## config.mk

```make
export PLATFORM = sky130hd
export DESIGN_NAME = go_back_n_sender_window
export DESIGN_NICKNAME = d
export VERILOG_FILES = /design/src/sv/gbn_pkg.sv /design/src/sv/go_back_n_sender_window.sv /design/src/sv/gbn_ram.sv /design/src/sv/gbn_out.sv /design/src/sv/gbn_ctrl.sv
export SDC_FILE = /design/constraint.sdc
export NUM_CORES = 1
export LEC_CHECK = 0
export BUFFER_PORTS_ARGS = -buffer_cell sky130_fd_sc_hd__buf_2
export CAP_MARGIN = 30
export CORE_MARGIN = 8
export CORE_UTILIZATION = 60
export CTS_CLUSTER_DIAMETER = 50
export CTS_CLUSTER_SIZE = 28
export DETAILED_ROUTE_END_ITERATION = 8
export PLACE_DENSITY_LB_ADDON = 0.1
export REMOVE_ABC_BUFFERS = 1
export SLEW_MARGIN = 20
export SYNTH_ARGS = -nofsm -noshare
export SYNTH_HDL_FRONTEND = slang
export SYNTH_HIERARCHICAL = 1
export SYNTH_SLANG_ARGS = --single-unit
```

## constraint.sdc

```tcl
create_clock -name clk -period 22.8 [get_ports clk]
set_input_delay 2.28 -clock clk [delete_from_list [all_inputs] [get_ports clk]]
set_output_delay 2.28 -clock clk [all_outputs]
set_load 0.03 [all_outputs]
```

## src/sv/gbn_pkg.sv

```systemverilog
// Package for the go-back-N sender window: field widths, mode and result
// codes, and the result word that passes from the sequencer to the output stage.
// Used by gbn_ctrl, gbn_out and go_back_n_sender_window; it depends on nothing.
package gbn_pkg;

  localparam int MODE_W    = 2;
  localparam int KIND_W    = 3;
  localparam int SEQ_OUT_W = 3;
  localparam int DUR_W     = 16;

  localparam logic [MODE_W-1:0] MODE_SEND    = 2'd0;
  localparam logic [MODE_W-1:0] MODE_ACK     = 2'd1;
  localparam logic [MODE_W-1:0] MODE_TIMEOUT = 2'd2;

  localparam logic [KIND_W-1:0] KIND_REFUSED = 3'd0;
  localparam logic [KIND_W-1:0] KIND_PACKET  = 3'd1;
  localparam logic [KIND_W-1:0] KIND_START   = 3'd2;
  localparam logic [KIND_W-1:0] KIND_STOP    = 3'd3;
  localparam logic [KIND_W-1:0] KIND_IGNORED = 3'd4;

  localparam logic [DUR_W-1:0] HOLD_TICKS  = 16'd6;
  localparam logic [DUR_W-1:0] TIMEOUT_RST = 16'd20;

  typedef struct packed {
    logic [KIND_W-1:0]    kind;
    logic [SEQ_OUT_W-1:0] seq;
    logic [DUR_W-1:0]     duration;
    logic                 window_full;
    logic                 last;
  } res_t;

endpackage

```

## src/sv/go_back_n_sender_window.sv

```systemverilog
// Go-back-N sender window, top level: window RAM, sequencer and output stage.
// Depends on gbn_pkg, gbn_ram, gbn_ctrl and gbn_out.
//
//   channel | ports                                   | handshake
//   --------+-----------------------------------------+-----------------------
//   input   | in_mode/payload/ack_num/ack_checksum_ok | in_valid / in_ready
//           | /timer_id                               |
//   result  | out_kind/seq/packet_data/duration/      | out_valid / out_ready
//           | window_full/last                        |
//   config  | cfg_wr_data (timeout_ticks)             | cfg_wr_en, no wait
//
// One word at a time, in_ready only while idle; each entry visited costs one RAM read.
// A low out_ready holds the sequencer. Send gives a packet, or a refusal on a full
// window, and a timer start when the window was empty; timeout stops the timer,
// resends every window entry and starts the timer; ack is ignored on a bad checksum
// or with no match, else stops each acked entry, then restarts the timer if entries remain.
// Reset (rst_n low, synchronous) empties the window and sets timeout_ticks to 20.
module go_back_n_sender_window #(
  parameter int WINDOW_SIZE  = 4,
  parameter int SEQ_SPACE    = 8,
  parameter int PAYLOAD_BITS = 64
) (
  input  logic                          clk,
  input  logic                          rst_n,
  input  logic                          cfg_wr_en,
  input  logic [gbn_pkg::DUR_W-1:0]     cfg_wr_data,
  input  logic                          in_valid,
  output logic                          in_ready,
  input  logic [gbn_pkg::MODE_W-1:0]    in_mode,
  input  logic [PAYLOAD_BITS-1:0]       in_payload,
  input  logic [gbn_pkg::SEQ_OUT_W-1:0] in_ack_num,
  input  logic                          in_ack_checksum_ok,
  input  logic [gbn_pkg::SEQ_OUT_W-1:0] in_timer_id,
  output logic                          out_valid,
  input  logic                          out_ready,
  output logic [gbn_pkg::KIND_W-1:0]    out_kind,
  output logic [gbn_pkg::SEQ_OUT_W-1:0] out_seq,
  output logic [PAYLOAD_BITS-1:0]       out_packet_data,
  output logic [gbn_pkg::DUR_W-1:0]     out_duration,
  output logic                          out_window_full,
  output logic                          out_last
);

  localparam int IDX_W = (WINDOW_SIZE > 1) ? $clog2(WINDOW_SIZE) : 1;
  localparam int SEQ_W = $clog2(SEQ_SPACE);
  localparam int RAM_W = PAYLOAD_BITS + SEQ_W;

  logic                    ram_we;
  logic [IDX_W-1:0]        ram_waddr;
  logic [RAM_W-1:0]        ram_wdata;
  logic [IDX_W-1:0]        ram_raddr;
  logic [RAM_W-1:0]        ram_rdata;
  logic                    emit_vld;
  logic                    emit_ok;
  gbn_pkg::res_t           emit_res;
  logic [PAYLOAD_BITS-1:0] emit_data;
  gbn_pkg::res_t           out_res;

  gbn_ram #(
    .WIDTH (RAM_W),
    .DEPTH (WINDOW_SIZE)
  ) u_win_ram (
    .clk   (clk),
    .we    (ram_we),
    .waddr (ram_waddr),
    .wdata (ram_wdata),
    .raddr (ram_raddr),
    .rdata (ram_rdata)
  );

  gbn_ctrl #(
    .WINDOW_SIZE  (WINDOW_SIZE),
    .SEQ_SPACE    (SEQ_SPACE),
    .PAYLOAD_BITS (PAYLOAD_BITS)
  ) u_ctrl (
    .clk                (clk),
    .rst_n              (rst_n),
    .cfg_wr_en          (cfg_wr_en),
    .cfg_wr_data        (cfg_wr_data),
    .in_valid           (in_valid),
    .in_ready           (in_ready),
    .in_mode            (in_mode),
    .in_payload         (in_payload),
    .in_ack_num         (in_ack_num),
    .in_ack_checksum_ok (in_ack_checksum_ok),
    .in_timer_id        (in_timer_id),
    .ram_we             (ram_we),
    .ram_waddr          (ram_waddr),
    .ram_wdata          (ram_wdata),
    .ram_raddr          (ram_raddr),
    .ram_rdata          (ram_rdata),
    .emit_vld           (emit_vld),
    .emit_res           (emit_res),
    .emit_data          (emit_data),
    .emit_ok            (emit_ok)
  );

  gbn_out #(
    .DATA_W (PAYLOAD_BITS)
  ) u_out (
    .clk       (clk),
    .rst_n     (rst_n),
    .emit_vld  (emit_vld),
    .emit_res  (emit_res),
    .emit_data (emit_data),
    .emit_ok   (emit_ok),
    .out_valid (out_valid),
    .out_ready (out_ready),
    .out_res   (out_res),
    .out_data  (out_packet_data)
  );

  assign out_kind        = out_res.kind;
  assign out_seq         = out_res.seq;
  assign out_duration    = out_res.duration;
  assign out_window_full = out_res.window_full;
  assign out_last        = out_res.last;

endmodule

```

## src/sv/gbn_ram.sv

```systemverilog
// Generic single-port-write, single-port-read RAM with registered read data.
// Holds the window entries; no dependencies.
module gbn_ram #(
  parameter int WIDTH = 8,
  parameter int DEPTH = 4
) (
  input  logic                                   clk,
  input  logic                                   we,
  input  logic [(DEPTH > 1 ? $clog2(DEPTH) : 1)-1:0] waddr,
  input  logic [WIDTH-1:0]                       wdata,
  input  logic [(DEPTH > 1 ? $clog2(DEPTH) : 1)-1:0] raddr,
  output logic [WIDTH-1:0]                       rdata
);

  logic [WIDTH-1:0] mem [DEPTH];

  always_ff @(posedge clk) begin
    if (we) begin
      mem[waddr] <= wdata;
    end
    rdata <= mem[raddr];
  end

endmodule

```

## src/sv/gbn_out.sv

```systemverilog
// Output register for result words: holds one word until the consumer takes it.
// Depends on gbn_pkg for the result word type.
module gbn_out #(
  parameter int DATA_W = 64
) (
  input  logic              clk,
  input  logic              rst_n,
  input  logic              emit_vld,
  input  gbn_pkg::res_t     emit_res,
  input  logic [DATA_W-1:0] emit_data,
  output logic              emit_ok,
  output logic              out_valid,
  input  logic              out_ready,
  output gbn_pkg::res_t     out_res,
  output logic [DATA_W-1:0] out_data
);

  logic              vld_r;
  logic              vld_nxt;
  gbn_pkg::res_t     res_r;
  logic [DATA_W-1:0] data_r;

  // a new word may load when the slot is empty or drains this cycle
  assign emit_ok = !vld_r || out_ready;

  always_comb begin
    vld_nxt = vld_r;
    if (emit_ok) begin
      vld_nxt = emit_vld;
    end
  end

  always_ff @(posedge clk) begin
    if (!rst_n) begin
      vld_r <= 1'b0;
    end else begin
      vld_r <= vld_nxt;
    end
  end

  always_ff @(posedge clk) begin
    if (emit_ok && emit_vld) begin
      res_r  <= emit_res;
      data_r <= emit_data;
    end
  end

  assign out_valid = vld_r;
  assign out_res   = res_r;
  assign out_data  = data_r;

endmodule

```

## src/sv/gbn_ctrl.sv

```systemverilog
// Sequencer of the sender window: window bookkeeping, sequence compares
// walked over the window RAM, and result word generation.
// Depends on gbn_pkg; drives the window RAM and the output stage.
module gbn_ctrl #(
  parameter int WINDOW_SIZE  = 4,
  parameter int SEQ_SPACE    = 8,
  parameter int PAYLOAD_BITS = 64,
  localparam int IDX_W = (WINDOW_SIZE > 1) ? $clog2(WINDOW_SIZE) : 1,
  localparam int SEQ_W = $clog2(SEQ_SPACE),
  localparam int RAM_W = PAYLOAD_BITS + SEQ_W
) (
  input  logic                            clk,
  input  logic                            rst_n,
  input  logic                            cfg_wr_en,
  input  logic [gbn_pkg::DUR_W-1:0]       cfg_wr_data,
  input  logic                            in_valid,
  output logic                            in_ready,
  input  logic [gbn_pkg::MODE_W-1:0]      in_mode,
  input  logic [PAYLOAD_BITS-1:0]         in_payload,
  input  logic [gbn_pkg::SEQ_OUT_W-1:0]   in_ack_num,
  input  logic                            in_ack_checksum_ok,
  input  logic [gbn_pkg::SEQ_OUT_W-1:0]   in_timer_id,
  output logic                            ram_we,
  output logic [IDX_W-1:0]                ram_waddr,
  output logic [RAM_W-1:0]                ram_wdata,
  output logic [IDX_W-1:0]                ram_raddr,
  input  logic [RAM_W-1:0]                ram_rdata,
  output logic                            emit_vld,
  output gbn_pkg::res_t                   emit_res,
  output logic [PAYLOAD_BITS-1:0]         emit_data,
  input  logic                            emit_ok
);

  localparam int CNT_W = $clog2(WINDOW_SIZE + 1);
  localparam int CMP_W = (SEQ_W > gbn_pkg::SEQ_OUT_W) ? SEQ_W : gbn_pkg::SEQ_OUT_W;

  localparam logic [3:0] S_IDLE   = 4'd0;
  localparam logic [3:0] S_SEND   = 4'd1;
  localparam logic [3:0] S_START  = 4'd2;
  localparam logic [3:0] S_IGN    = 4'd3;
  localparam logic [3:0] S_SRCH   = 4'd4;
  localparam logic [3:0] S_STOP   = 4'd5;
  localparam logic [3:0] S_HELD   = 4'd6;
  localparam logic [3:0] S_TSTOP  = 4'd7;
  localparam logic [3:0] S_RESEND = 4'd8;

  function automatic logic [IDX_W-1:0] slot_adv(input logic [IDX_W-1:0] p);
    return (p == IDX_W'(WINDOW_SIZE - 1)) ? '0 : p + 1'b1;
  endfunction

  function automatic logic [SEQ_W-1:0] seq_inc(input logic [SEQ_W-1:0] s);
    return (s == SEQ_W'(SEQ_SPACE - 1)) ? '0 : s + 1'b1;
  endfunction

  logic [3:0]                          state_r, state_nxt;
  logic [IDX_W-1:0]                    head_r, head_nxt;
  logic [IDX_W-1:0]                    tail_r, tail_nxt;
  logic [CNT_W-1:0]                    count_r, count_nxt;
  logic [SEQ_W-1:0]                    next_seq_r, next_seq_nxt;
  logic [SEQ_W-1:0]                    base_seq_r, base_seq_nxt;
  logic                                full_r, full_nxt;
  logic [gbn_pkg::DUR_W-1:0]           timeout_r;
  logic [IDX_W-1:0]                    ptr_r, ptr_nxt;
  logic [CNT_W-1:0]                    idx_r, idx_nxt;

  logic [gbn_pkg::MODE_W-1:0]          mode_r, mode_nxt;
  logic [PAYLOAD_BITS-1:0]             payload_r, payload_nxt;
  logic [gbn_pkg::SEQ_OUT_W-1:0]       ack_r, ack_nxt;
  logic [gbn_pkg::SEQ_OUT_W-1:0]       tid_r, tid_nxt;
  logic [CNT_W-1:0]                    found_r, found_nxt;
  logic [gbn_pkg::DUR_W-1:0]           hold_r, hold_nxt;
  logic [gbn_pkg::DUR_W-1:0]           dur_r, dur_nxt;

  logic [SEQ_W-1:0]                    rd_seq;
  logic [PAYLOAD_BITS-1:0]             rd_payload;
  logic [CNT_W-1:0]                    idx_inc;

  assign rd_seq     = ram_rdata[SEQ_W-1:0];
  assign rd_payload = ram_rdata[RAM_W-1:SEQ_W];
  assign idx_inc    = idx_r + 1'b1;
  assign in_ready   = (state_r == S_IDLE);

  // read address follows ptr_nxt, so ram_rdata always holds the entry at ptr_r
  assign ram_raddr = ptr_nxt;
  assign ram_waddr = tail_r;
  assign ram_wdata = {payload_r, next_seq_r};

  always_comb begin
    state_nxt    = state_r;
    head_nxt     = head_r;
    tail_nxt     = tail_r;
    count_nxt    = count_r;
    next_seq_nxt = next_seq_r;
    base_seq_nxt = base_seq_r;
    full_nxt     = full_r;
    ptr_nxt      = ptr_r;
    idx_nxt      = idx_r;
    mode_nxt     = mode_r;
    payload_nxt  = payload_r;
    ack_nxt      = ack_r;
    tid_nxt      = tid_r;
    found_nxt    = found_r;
    hold_nxt     = hold_r;
    dur_nxt      = dur_r;
    ram_we       = 1'b0;
    emit_vld     = 1'b0;
    emit_res     = '0;
    emit_data    = '0;

    case (state_r)
      S_IDLE: begin
        if (in_valid) begin
          mode_nxt    = in_mode;
          payload_nxt = in_payload;
          ack_nxt     = in_ack_num;
          tid_nxt     = in_timer_id;
          ptr_nxt     = head_r;
          idx_nxt     = '0;
          hold_nxt    = '0;
          case (in_mode)
            gbn_pkg::MODE_SEND:    state_nxt = S_SEND;
            gbn_pkg::MODE_ACK:     state_nxt = in_ack_checksum_ok ? S_SRCH : S_IGN;
            gbn_pkg::MODE_TIMEOUT: state_nxt = S_TSTOP;
            default:               state_nxt = S_IDLE;
          endcase
        end
      end

      S_SEND: begin
        if (emit_ok) begin
          emit_vld = 1'b1;
          if (full_r) begin
            emit_res.kind        = gbn_pkg::KIND_REFUSED;
            emit_res.window_full = 1'b1;
            emit_res.last        = 1'b1;
            state_nxt            = S_IDLE;
          end else begin
            emit_res.kind        = gbn_pkg::KIND_PACKET;
            emit_res.seq         = gbn_pkg::SEQ_OUT_W'(next_seq_r);
            emit_res.window_full = (idx_inc == '0) ? 1'b0 :
                                   ((count_r + 1'b1) == CNT_W'(WINDOW_SIZE));
            emit_res.last        = (count_r != '0);
            emit_data            = payload_r;
            ram_we               = 1'b1;
            count_nxt            = count_r + 1'b1;
            tail_nxt             = slot_adv(tail_r);
            next_seq_nxt         = seq_inc(next_seq_r);
            full_nxt             = ((count_r + 1'b1) == CNT_W'(WINDOW_SIZE));
            dur_nxt              = timeout_r;
            state_nxt            = (count_r == '0) ? S_START : S_IDLE;
          end
        end
      end

      S_START: begin
        if (emit_ok) begin
          emit_vld             = 1'b1;
          emit_res.kind        = gbn_pkg::KIND_START;
          emit_res.seq         = (mode_r == gbn_pkg::MODE_TIMEOUT) ? tid_r :
                                 gbn_pkg::SEQ_OUT_W'(base_seq_r);
          emit_res.duration    = dur_r;
          emit_res.window_full = full_r;
          emit_res.last        = 1'b1;
          state_nxt            = S_IDLE;
        end
      end

      S_IGN: begin
        if (emit_ok) begin
          emit_vld             = 1'b1;
          emit_res.kind        = gbn_pkg::KIND_IGNORED;
          emit_res.seq         = ack_r;
          emit_res.window_full = full_r;
          emit_res.last        = 1'b1;
          state_nxt            = S_IDLE;
        end
      end

      // walk the window for the oldest entry that carries the acked number
      S_SRCH: begin
        if (idx_r == count_r) begin
          state_nxt = S_IGN;
        end else if (CMP_W'(rd_seq) == CMP_W'(ack_r)) begin
          found_nxt    = idx_inc;
          base_seq_nxt = seq_inc(rd_seq);
          ptr_nxt      = head_r;
          idx_nxt      = '0;
          state_nxt    = S_STOP;
        end else begin
          idx_nxt = idx_inc;
          ptr_nxt = slot_adv(ptr_r);
        end
      end

      // stop timers of the acked entries, then drop them
      S_STOP: begin
        if (emit_ok) begin
          emit_vld          = 1'b1;
          emit_res.kind     = gbn_pkg::KIND_STOP;
          emit_res.seq      = gbn_pkg::SEQ_OUT_W'(rd_seq);
          emit_res.last     = (idx_inc == found_r) && (count_r == found_r);
          hold_nxt          = hold_r + gbn_pkg::HOLD_TICKS;
          idx_nxt           = idx_inc;
          ptr_nxt           = slot_adv(ptr_r);
          if (idx_inc == found_r) begin
            head_nxt  = slot_adv(ptr_r);
            count_nxt = count_r - found_r;
            full_nxt  = 1'b0;
            idx_nxt   = '0;
            state_nxt = (count_r != found_r) ? S_HELD : S_IDLE;
          end
        end
      end

      // look for base among the remaining entries to pick the restart duration
      S_HELD: begin
        if (idx_r == count_r) begin
          dur_nxt   = timeout_r;
          state_nxt = S_START;
        end else if (rd_seq == base_seq_r) begin
          dur_nxt   = hold_r;
          state_nxt = S_START;
        end else begin
          idx_nxt = idx_inc;
          ptr_nxt = slot_adv(ptr_r);
        end
      end

      S_TSTOP: begin
        if (emit_ok) begin
          emit_vld             = 1'b1;
          emit_res.kind        = gbn_pkg::KIND_STOP;
          emit_res.seq         = tid_r;
          emit_res.window_full = full_r;
          state_nxt            = S_RESEND;
        end
      end

      S_RESEND: begin
        if (idx_r == count_r) begin
          dur_nxt   = timeout_r;
          state_nxt = S_START;
        end else if (emit_ok) begin
          emit_vld             = 1'b1;
          emit_res.kind        = gbn_pkg::KIND_PACKET;
          emit_res.seq         = gbn_pkg::SEQ_OUT_W'(rd_seq);
          emit_res.window_full = full_r;
          emit_data            = rd_payload;
          idx_nxt              = idx_inc;
          ptr_nxt              = slot_adv(ptr_r);
        end
      end

      default: begin
        state_nxt = S_IDLE;
      end
    endcase
  end

  always_ff @(posedge clk) begin
    if (!rst_n) begin
      state_r    <= S_IDLE;
      head_r     <= '0;
      tail_r     <= '0;
      count_r    <= '0;
      next_seq_r <= '0;
      base_seq_r <= '0;
      full_r     <= 1'b0;
      ptr_r      <= '0;
      idx_r      <= '0;
      timeout_r  <= gbn_pkg::TIMEOUT_RST;
    end else begin
      state_r    <= state_nxt;
      head_r     <= head_nxt;
      tail_r     <= tail_nxt;
      count_r    <= count_nxt;
      next_seq_r <= next_seq_nxt;
      base_seq_r <= base_seq_nxt;
      full_r     <= full_nxt;
      ptr_r      <= ptr_nxt;
      idx_r      <= idx_nxt;
      if (cfg_wr_en) begin
        timeout_r <= cfg_wr_data;
      end
    end
  end

  always_ff @(posedge clk) begin
    mode_r    <= mode_nxt;
    payload_r <= payload_nxt;
    ack_r     <= ack_nxt;
    tid_r     <= tid_nxt;
    found_r   <= found_nxt;
    hold_r    <= hold_nxt;
    dur_r     <= dur_nxt;
  end

endmodule
```

==> impl_metrics.ini <==
[clocking]
clockBufferDepth = 3
hold_buffers = 0
cts.sinks = 569
htreeDepth = 2
post_cts.repair.setup_buffers = 0
cts-buffers-inserted = 42
worstSkewPairLatency_ns = 0.57
clkTransAtPathRegs_ns = 0.08
clockRootBuffer = clkbuf_16
cts_tree = done
cts.repair.resized = 0

[detailed_routing]
drt_iter0_drc = 770
vias_per_cell = 5.806
avgRoutedWirePerCell_um = 22.08
drc_errors = 0
vias = 10510
postRouteAntennaNets = 0
wl_mm = 39.97
first_pass_iters = 5

[finish]
n_antenna_cell = 0
nNetsFinal = 1430
finalNonFillerCells = 1810
area_growth_pct = 13.90
drive_above_1_share_pct = 28.71
n_fill_cell = 2244

[synthesis]
ys_seq_area_share_pct = 76.54
ys_ff_latch = 569
yosys_warnings = 6
synth-xor-area-share_pct = 1.124
synth-edff-count = 462
synth_top_area_share_pct = 66.30
yosysTopAreaCell = edfxtp_1
synth_cells = 1126
netlist_area_um2 = 20920
avgSynthCellArea_um2 = 18.58
synth_compound_area_share_pct = 5.699
synth-adder-area-share_pct = 0.9328
yosysMostFrequentCell = edfxtp_1
synthDistinctLibCells = 75
synthSimpleGateAreaFrac_pct = 4.563
ys_top_cells_by_count = edfxtp_1, dfxtp_1, mux4_2, a22o_1, nor2_1
synthMuxAreaShare_pct = 9.167
synth_ff_type = edfxtp_1
netlist_top_cells_area = edfxtp_1, dfxtp_1, mux4_2, a22o_1, mux2i_1
async_flop_share_pct = 0
synth_top_family_by_area = multiplexers

[global_routing]
grt_use_total_pct = 19.43
antenna_found_initial = 0
top_usage_layer = met2
grt_overflow = 0
grt_max_degree = 69
use_met3_pct = 3.236
grt_util_met1_pct = 27.31
met2_usage_pct = 31.74
grt_pass1_wl_mm = 62.71
grt_pass1_vias = 10700

[worst_setup_path]
worstRegToRegCells = 8
cp-end-kind = register
cp-start-kind = primary input
path_max_fanout = 68
crit_arrival_ns = 5.37
worstSetupPathType = primary input to register
critical_path_required_ns = 22.99

[place]
routabilityCongestion = 0.8789
dp_cells = 1726
hpwl_mm = 24.62
dpl_worst_slack_ns = 16.35
portBuffers = 183

[floorplanning]
die_height_um = 202.7
core_um2 = 34460
io_pins = 184
start_util_pct = 60.72
die_w_um = 202.7
die-area_um2 = 41110
row_count = 68

[flow_run]
drv_cap = 0

[min_path]
worstHoldPathCells = 2
hold_path_class = register to register

[run_status]
status = finished clean

[sta]
max_slew_margin_pct = 37.89
period_needed_ns = 5.176
fin_worst_skew_ns = 0.02993
setup_slack_ns = 17.62
tightestPinTransition_ns = 0.9317
finalSetupViolCount = 0
drv_slew = 0
period_share_pct = 22.70
finalHoldViolCount = 0
setup-tns-final_ns = 0
hold_slack_ns = 0.4810
rsz0062_at_grt = no
timing.fmax_ghz = 0.1932

[power_and_ir_drop]
leakagePower_uw = 0.008370
p_per_area_nw_per_um2 = 137.8
max-vdd-ir-drop_mv = 0.09716
p_total_uw = 3285
## cells by family (layout without fill, tap and decap cells)
group / count (synthesis) / in the layout
muxes: 106 / 106
and+or+nand+nor: 179 / 179
adders and majority gates: 15 / 15
AOI/OAI and AO/OA: 154 / 154
xor gates and xnor gates: 25 / 25
DFF: 569 / 569
buffers and inverters: 78 / 307
## path summary, 6_finish.rpt
path	from	end	slack, ns
setup / recovery	out_ready	u_win_ram/mem[1][51]	17.62
setup reg to reg	u_ctrl/state_r[1]	u_win_ram/rdata[14]	18.63
hold / removal	u_ctrl/base_seq_r[0]	u_ctrl/base_seq_r[0]	0.48
hold reg to reg	u_ctrl/base_seq_r[0]	u_ctrl/base_seq_r[0]	0.48
## where the power goes
group	switching, uW	total, uW	internal (uW)
clock network	387	765	378
logic	563	904	342
registers	133	1620	1480
total	1080	3290	2200
## critical path: stages
cell and delay, ns:
buf_2 0.08, nand2b_4 0.20, nor3b_2 0.28, nand3_1 0.29
clkinv_2 0.20, buf_4 0.71, and3b_4 0.67, buf_4 0.60
## metrics by stage
step / cell area, um^2 / utilization [%]
after floorplan: 20600 / -
after global placement: 22240 / 64.55
after detailed placement: 22290 / 64.68
after CTS: 23750 / 68.92
after global routing: 23830 / 69.16
final: 23830 / 69.16
## state kept, by name (all words and copies together), names as in the netlist
signal and count:
u_ctrl/base_seq_r 3, u_ctrl/idx_r 3, u_win_ram/rdata 67, u_ctrl/timeout_r 16, u_ctrl/ram_waddr 2, u_ctrl/head_r 2
u_ctrl/count_r 3, u_ctrl/state_r 4, u_ctrl/found_r 3, u_ctrl/ack_r 3, u_win_ram/mem 268, u_out/out_res 24
u_ctrl/full_r 1, u_ctrl/tid_r 3, u_ctrl/payload_r 64, u_out/out_data 64, u_ctrl/mode_r 2, u_ctrl/dur_r 16
u_out/out_valid 1, u_ctrl/next_seq_r 3, u_ctrl/hold_r 15, u_ctrl/ptr_r 2
## metal layers
layer / wire, um / part of all wire, % / vias to the layer above
li1: - / - / 4860
met1: 17370 / 43 / 5284
met2: 19560 / 49 / 309
met3: 2311 / 5.8 / 56
met4: 723 / 1.8 / 0
met5: 0 / 0 / -
## cells in the final DEF (no fill, tap or decap), types with 3 or more instances in the layout
master      synthesis  layout
xor2_1             10      10
and3_1             21      20
edfxtp_1          462     462
mux2i_1            24      24
clkinv_4            0       4
clkbuf_16           0      42
clkinvlp_4          0       4
buf_12              4       4
nor2_1             50      50
buf_2              29     183
or3_1               5       5
mux2_2             15      15
o211ai_1            5       5
nor3_1             10       9
o21ai_0            18      18
a222oi_1            3       3
inv_12              0       5
mux4_2             67      67
a22o_1             64      64
nand2_1            38      38
a31oi_1             7       7
nor2b_1             8       7
xnor2_1            14      14
o21a_1              3       3
clkbuf_1           12       4
clkinv_8            0       7
a21oi_1            22      21
inv_8               0       5
o22ai_1             3       3
inv_6               0       4
a211o_1             3       3
clkinv_2            0       4
nand3_1            12      11
a211oi_1            6       6
dfxtp_1           107     107
nand4_1             5       5
ha_1               14      14
buf_4               3      15
inv_1              23      23
## final cells by class
| class | instances | area, um^2 | area share [%] |
|---|---|---|---|
| clock buffers | 45 | 1062 | 4.457 |
| clock inverters | 33 | 396.6 | 1.664 |
| inverters | 24 | 91.34 | 0.3832 |
| multi-input cells | 479 | 4547 | 19.08 |
| flip-flops and latches | 569 | 16020 | 67.20 |
| well taps | 455 | 569.3 | 2.389 |
| repair buffers | 205 | 1151 | 4.830 |
(Power assumes the default switching activity.)
